$ cat src/design/tfl_pkg.sv
`timescale 1ns / 1ps

package tfl_pkg;

  // Geometry of the buffer.
  localparam int unsigned CAPACITY = 16;
  localparam int unsigned IDX_W    = $clog2(CAPACITY);
  localparam int unsigned CNT_W    = $clog2(CAPACITY + 1);

  // Field widths.
  localparam int unsigned PID_W   = 16;
  localparam int unsigned PAGE_W  = 20;
  localparam int unsigned FRAME_W = 20;
  localparam int unsigned STAMP_W = 32;
  localparam int unsigned CFG_W   = 5;

  // Configuration register indexes.
  localparam logic REG_ENTRIES_IN_USE = 1'b0;
  localparam logic REG_REPLACE_POLICY = 1'b1;

  // Replacement policy codes.
  localparam logic POLICY_FIFO = 1'b0;
  localparam logic POLICY_LRU  = 1'b1;

  typedef enum logic [1:0] {
    CMD_LOOKUP       = 2'd0,
    CMD_FILL         = 2'd1,
    CMD_FLUSH_PID    = 2'd2,
    CMD_FLUSH_RESIZE = 2'd3
  } cmd_e;

  typedef enum logic [1:0] {
    ACT_IGNORED  = 2'd0,
    ACT_APPENDED = 2'd1,
    ACT_REPLACED = 2'd2
  } fill_act_e;

  typedef enum logic [1:0] {
    ST_IDLE,
    ST_EXEC,
    ST_SCAN,
    ST_SHIFT
  } state_e;

  // One translation entry.
  typedef struct packed {
    logic [PID_W-1:0]   pid;
    logic [PAGE_W-1:0]  page;
    logic [FRAME_W-1:0] frame;
    logic [STAMP_W-1:0] stamp;
  } entry_t;

  // Running least-stamp candidate handed down the chain.
  typedef struct packed {
    logic               valid;
    logic [STAMP_W-1:0] stamp;
    logic [IDX_W-1:0]   idx;
  } token_t;

  // Controls shared by every cell.
  typedef struct packed {
    logic              mark_load;
    logic              shift;
    logic              use_thr;
    logic [PAGE_W-1:0] thr;
    logic [PID_W-1:0]  key_pid;
    logic [PAGE_W-1:0] key_page;
    entry_t            wdata;
  } ctrl_t;

  // Controls addressed to one cell.
  typedef struct packed {
    logic in_list;
    logic wr_entry;
    logic wr_stamp;
  } cell_sel_t;

endpackage

$ cat src/design/tfl_cell.sv
`timescale 1ns / 1ps

module tfl_cell
  import tfl_pkg::*;
(
  input  logic                clk_i,
  input  logic                rst_ni,
  input  logic [IDX_W-1:0]    idx_i,
  input  ctrl_t               ctrl_i,
  input  cell_sel_t           sel_i,
  input  entry_t              nxt_entry_i,
  input  logic                nxt_mark_i,
  input  logic                seen_i,
  output logic                seen_o,
  input  token_t              tok_i,
  output token_t              tok_o,
  output entry_t              entry_o,
  output logic                mark_o,
  output logic                match_o
);

  entry_t entry_q, entry_d;
  logic   mark_q, mark_d;
  token_t tok_q, tok_d;
  logic   drop;
  logic   take_own;

  // A cell is removed when its process matches and, on a resize flush,
  // its page lies at or above the threshold.
  assign drop = sel_i.in_list && (entry_q.pid == ctrl_i.key_pid) &&
                (!ctrl_i.use_thr || (entry_q.page >= ctrl_i.thr));

  // The marked region starts at the first marked cell; every cell from there
  // on pulls its neighbor's contents during a shift.
  assign seen_o = seen_i | mark_q;

  assign match_o = sel_i.in_list && (entry_q.pid == ctrl_i.key_pid) &&
                   (entry_q.page == ctrl_i.key_page);

  // Entry and mark storage: shift down, mark load, full write or restamp.
  always_comb begin
    entry_d = entry_q;
    mark_d  = mark_q;
    if (ctrl_i.shift && seen_o) begin
      entry_d = nxt_entry_i;
      mark_d  = nxt_mark_i;
    end else if (ctrl_i.mark_load) begin
      mark_d = drop;
    end else if (sel_i.wr_entry) begin
      entry_d = ctrl_i.wdata;
    end else if (sel_i.wr_stamp) begin
      entry_d.stamp = ctrl_i.wdata.stamp;
    end
  end

  // Least-stamp candidate: keep the upstream one on ties so that the first
  // entry in list order wins.
  assign take_own = !tok_i.valid || (entry_q.stamp < tok_i.stamp);

  always_comb begin
    if (take_own) begin
      tok_d.valid = 1'b1;
      tok_d.stamp = entry_q.stamp;
      tok_d.idx   = idx_i;
    end else begin
      tok_d = tok_i;
    end
  end

  always_ff @(posedge clk_i) begin
    entry_q <= entry_d;
    tok_q   <= tok_d;
  end

  always_ff @(posedge clk_i or negedge rst_ni) begin
    if (!rst_ni) begin
      mark_q <= 1'b0;
    end else begin
      mark_q <= mark_d;
    end
  end

  assign tok_o   = tok_q;
  assign entry_o = entry_q;
  assign mark_o  = mark_q;

endmodule

$ cat config.mk
export PLATFORM = sky130hd
export DESIGN_NAME = tfl_cell
export DESIGN_NICKNAME = d
export VERILOG_FILES = /design/src/design/tfl_pkg.sv /design/src/design/tfl_cell.sv
export SDC_FILE = /design/constraint.sdc
export NUM_CORES = 1
export LEC_CHECK = 0
export BUFFER_PORTS_ARGS = -buffer_cell sky130_fd_sc_hd__buf_2
export CORE_AREA = 2 2 159 161
export DETAILED_ROUTE_END_ITERATION = 10
export DIE_AREA = 0 0 161 163
export PLACE_DENSITY = 0.67
export RECOVER_POWER = 100
export SETUP_SLACK_MARGIN = 0.3
export SYNTH_ARGS = -nofsm -noshare
export SYNTH_HDL_FRONTEND = slang
export SYNTH_SLANG_ARGS = --single-unit
$ cat constraint.sdc
create_clock -name clk_i -period 3.7 [get_ports clk_i]
set_input_delay 0.185 -clock clk_i [delete_from_list [all_inputs] [get_ports clk_i]]
set_output_delay 0.185 -clock clk_i [all_outputs]
set_load 0.02 [all_outputs]
# [After elaboration in Yosys (flattened, before gate mapping)]
# Cells that the tools add are included.
[totals] regBits=126 in_bits=283 output_inout_bits=128 elab_cells=35
[classes] magnitude_cmp=2 eq_ne=3 mux=8 n_bitwise=1 reduce_logical=13
[ops] op="$mux 88" n=2
[ops] op="$mux 32" n=2
[ops] op="$mux 56" n=1
[ops] op="$mux 36" n=1
[ops] op="$lt 32x32->1" n=1
[ops] op="$eq 20x20->1" n=1
[ops] op="$ge 20x20->1" n=1
[ops] op="$eq 16x16->1" n=1
[ops] op="$logic_and 1x1->1" n=4
[ops] op="$reduce_and 2->1" n=2
[ops] op="$reduce_bool 2->1" n=2
[ops] op="$reduce_bool 3->1" n=1
[ops] op="$logic_not 1->1" n=2
[ops] op="$logic_or 1x1->1" n=2
[ops] op="$mux 1" n=2
[ops] op="$ne 2x1->1 const B" n=1
[ops] op="$or 1x1->1" n=1

# [Logic depth before layout (Yosys ltp)]
[depth] word_depth=5 mapped_depth=9 depth_no_buf=8

# [Worst setup path after synthesis]
# Ideal clock, no wire load.
[synth_path] path_kind="input -> register" startpoint="input sel_i[1] (netlist name)" endpoint="register entry_q (netlist bit entry_o[32]), enable pin" setup_time_ns=0.547 arrival_ns=4.155 t_required_ns=3.153 path_slack_ns=-1.002 path_stages=2 path_buffers=0 path_cell_list="inv_1 -> o21ai_0"
[synth_via] elab_chain_len=2
[synth_lines] item="start, declared" line_no="tfl_cell.sv:10" text="input cell_sel_t sel_i,"
[synth_lines] item="$reduce_bool 2->1 (no line)"
[synth_lines] item="$reduce_and 2->1 (no line)"
[synth_lines] item="end signal, assigned" line_no="tfl_cell.sv:71" text="entry_q <= entry_d;"
[synth_lines] item="end, declared" line_no="tfl_cell.sv:22" text="entry_t entry_q, entry_d;"
# Every way passes these cells.
# A chain may end at the register's enable or synchronous reset.

==> metrics <==
status=complete, no violations; MaxCap Viol Count=0; utilization after layout=39.8%; die area=26200 µm²; synth warn=0; count leader, synth=mux2_2; r2r endpoint=tok_o[1]; reg-to-reg slack, setup=370 ps; largest net degree at the start of global routing=55; clock slew at reported path FFs=60 ps; minimum clock period=3360 ps; worst r2r src=entry_o[15]; CTS max path bufs=2; DR top layer=met4; endpoints failing hold=0; Worst Hold Class=in -> reg; first-iteration detailed-routing DRC count=205; Routed Wire Length=21700 µm; Min Hold Slack=32.4 ps; mapped cell area=6640 µm²; leakage=0.00438 µW; Remaining DRCs=0; Via Count=5670; Setup crit start kind=input port; Rows=58; syn nets=840; TritonCTS clock tree=done; antenna viol nets, final=0; Worst-Margin Slew=1420 ps; H-tree levels=4; Nets=1295; Clock Latency Late Sink=420 ps; initial antenna violation count=0; vias per cell=4.35; # setup viols final=0; CP Capture Point=tok_o[1]; #FFs+latches synth=126; layout cells sized above 1=44.6%; WL per Instance=16.6 µm; WL met1=8530 µm; io pins=411; Synth area leader=edfxtp_1; Crit. End Element=register; Die Width=161 µm; Met3 Wirelength=1410 µm; Peak VDD IR=198 µV; post-DP HPWL=17100 µm; Initial Util=26.9%; post-synthesis sequential area ratio=51.3%; router iterations before antenna repair=4; R2R cell count=9; ANT cells=0; Worst Path Arrival=3650 ps; async set-reset flop share out of synthesis=0.794%; Num CTS Buffers=17; post-synth top area share=39.8%; Fmax=0.298 GHz; Post-synth EDFFs=88; Die Ht=163 µm; Synth cell types=39; slew margin rel.=5.49%; most frequently used flop master after synthesis=edfxtp_1; fin. max-slew vios=0; I/O Buffers=410; postcts setup bufs=0; PwrDens=452 nW/µm²; area growth from synthesis to layout=47.9%; RSZ-0062 raised after global routing=false; most frequent cells after synthesis=122 x mux2_2, 88 x edfxtp_1, 53 x inv_1; met2 WL=11400 µm; dominant cells by area after synthesis=edfxtp_1 40%, mux2_2 21%, dfxtp_1 11%; Final GP Congestion=0.894; vias in the first global route=5720; Post-CTS Resized=0; cell count after synthesis=506; Worst Setup SP=tok_i[19]; clock skew=14.4 ps; setup TNS=0 ps; first-pass GRT wire length=31500 µm; core area=24700 µm²; syn_area_per_cell=13.1 µm²; grt total ovfl=0; CP required=3990 ps; WS Path Type=in -> reg; Max Fanout on Critical Path=36; root cell of the clock tree=clkbuf_16; Sink Count=126; Total Routing Usage GR=15.9%; Tcrit/Tclk final=90.7%
[worst min-delay path by stage]
stage              start        end  slack, ps  cells past startpoint
4_1_cts         tok_i[9]   tok_o[9]          2                      2
5_1_grt        tok_i[27]  tok_o[27]         10                      2
3_5_place_dp      rst_ni     mark_o        -30                      1
6_report       tok_i[27]  tok_o[27]         30                      2
3_3_place_gp      rst_ni     mark_o        -30                      1
2_1_floorplan     rst_ni     mark_o       -110                      0
[through the flow]
| stage | total power, µW | std cells | setup slack [ps] | area (µm²) |
|---|---|---|---|---|
| 2_1_floorplan | 2370 | 506 | 364 | 6640 |
| 3_3_place_gp | 2780 | 1239 | 1040 | 9110 |
| 3_5_place_dp | 2800 | 1239 | 1000 | 9110 |
| 4_1_cts | 4550 | 1304 | 439 | 10000 |
| 5_1_grt | 4650 | 1304 | 260 | 9810 |
| 6_report | 4430 | 1304 | 343 | 9810 |
[final cells by class]
cell class / instances / area [µm²]
clock buffer: 18 / 439
multi-input combinational: 315 / 2960
clock inverter: 14 / 145
sequential: 126 / 3410
tap: 330 / 413
fill: 2450 / 14900
timing repair buffer: 448 / 2250
inverter: 53 / 199
[cells in the final DEF, fill, tap and decap left out, types with 2 or more instances in the layout]
| master | Yosys | layout |
|---|---|---|
| dfxtp_1 | 37 | 37 |
| a21o_1 | 7 | 7 |
| nand3_1 | 6 | 6 |
| a211oi_1 | 2 | 2 |
| buf_4 | 0 | 2 |
| clkinv_4 | 0 | 3 |
| clkbuf_16 | 0 | 17 |
| xor2_1 | 12 | 12 |
| inv_1 | 53 | 53 |
| dlygate4sd3_1 | 0 | 33 |
| clkbuf_1 | 9 | 128 |
| xnor2_1 | 24 | 24 |
| buf_2 | 0 | 282 |
| ha_1 | 51 | 51 |
| o21ai_0 | 9 | 9 |
| nand2_1 | 15 | 14 |
| mux2_2 | 122 | 109 |
| or2_2 | 2 | 2 |
| mux2_1 | 0 | 15 |
| nand2b_1 | 2 | 2 |
| inv_6 | 0 | 8 |
| clkbuf_2 | 0 | 3 |
| a21oi_1 | 17 | 17 |
| nand4_1 | 11 | 11 |
| edfxtp_1 | 88 | 88 |
| nor4_1 | 5 | 5 |
| nor2_1 | 11 | 11 |
[layer usage]
metal  GRT usage (%)  up-vias
li1                -     2759
met1            18.2     2637
met3            3.46       24
met5               0        -
met2            29.4      250
met4            5.15        0
[critical path: stages]
cell	delay, ps
dlygate4sd3_1	540
buf_2	120
inv_1	40
ha_1	290
nand4_1	150
or4_1	550
o32a_1	290
o211ai_1	180
a211oi_4	100
buf_4	300
mux2_2	330
dlygate4sd3_1	560
[state kept, by name, indices dropped and copies added, names as in the netlist]
| name | cells |
|---|---|
| mark_o | 1 |
| entry_o | 88 |
| tok_o | 37 |
[power by group]
| group | switching, µW | internal [µW] |
|---|---|---|
| Clock | 719 | 969 |
| Sequential | 86.2 | 1690 |
| Combinational | 547 | 424 |
| Total | 1350 | 3080 |
[repair_timing]
item                       4_1_cts  5_1_grt
hold endpoints to repair        30        0
hold buffers                    33        0
setup endpoints to repair        0        0
[cell families after synthesis]
| logic type | count (synthesis) | share of synthesized area (%) |
|---|---|---|
| flip-flops | 126 | 51.3 |
| multiplexers | 124 | 21.1 |
| buffers and inverters | 65 | 4.01 |
| AND/OR/NAND/NOR | 58 | 4.49 |
| adder cells (fa/ha/maj) | 51 | 9.61 |
| AO/OA/AOI/OAI | 45 | 4.58 |
| XOR/XNOR | 36 | 4.75 |
| other | 1 | 0.0565 |
(Power assumes the default switching activity.)
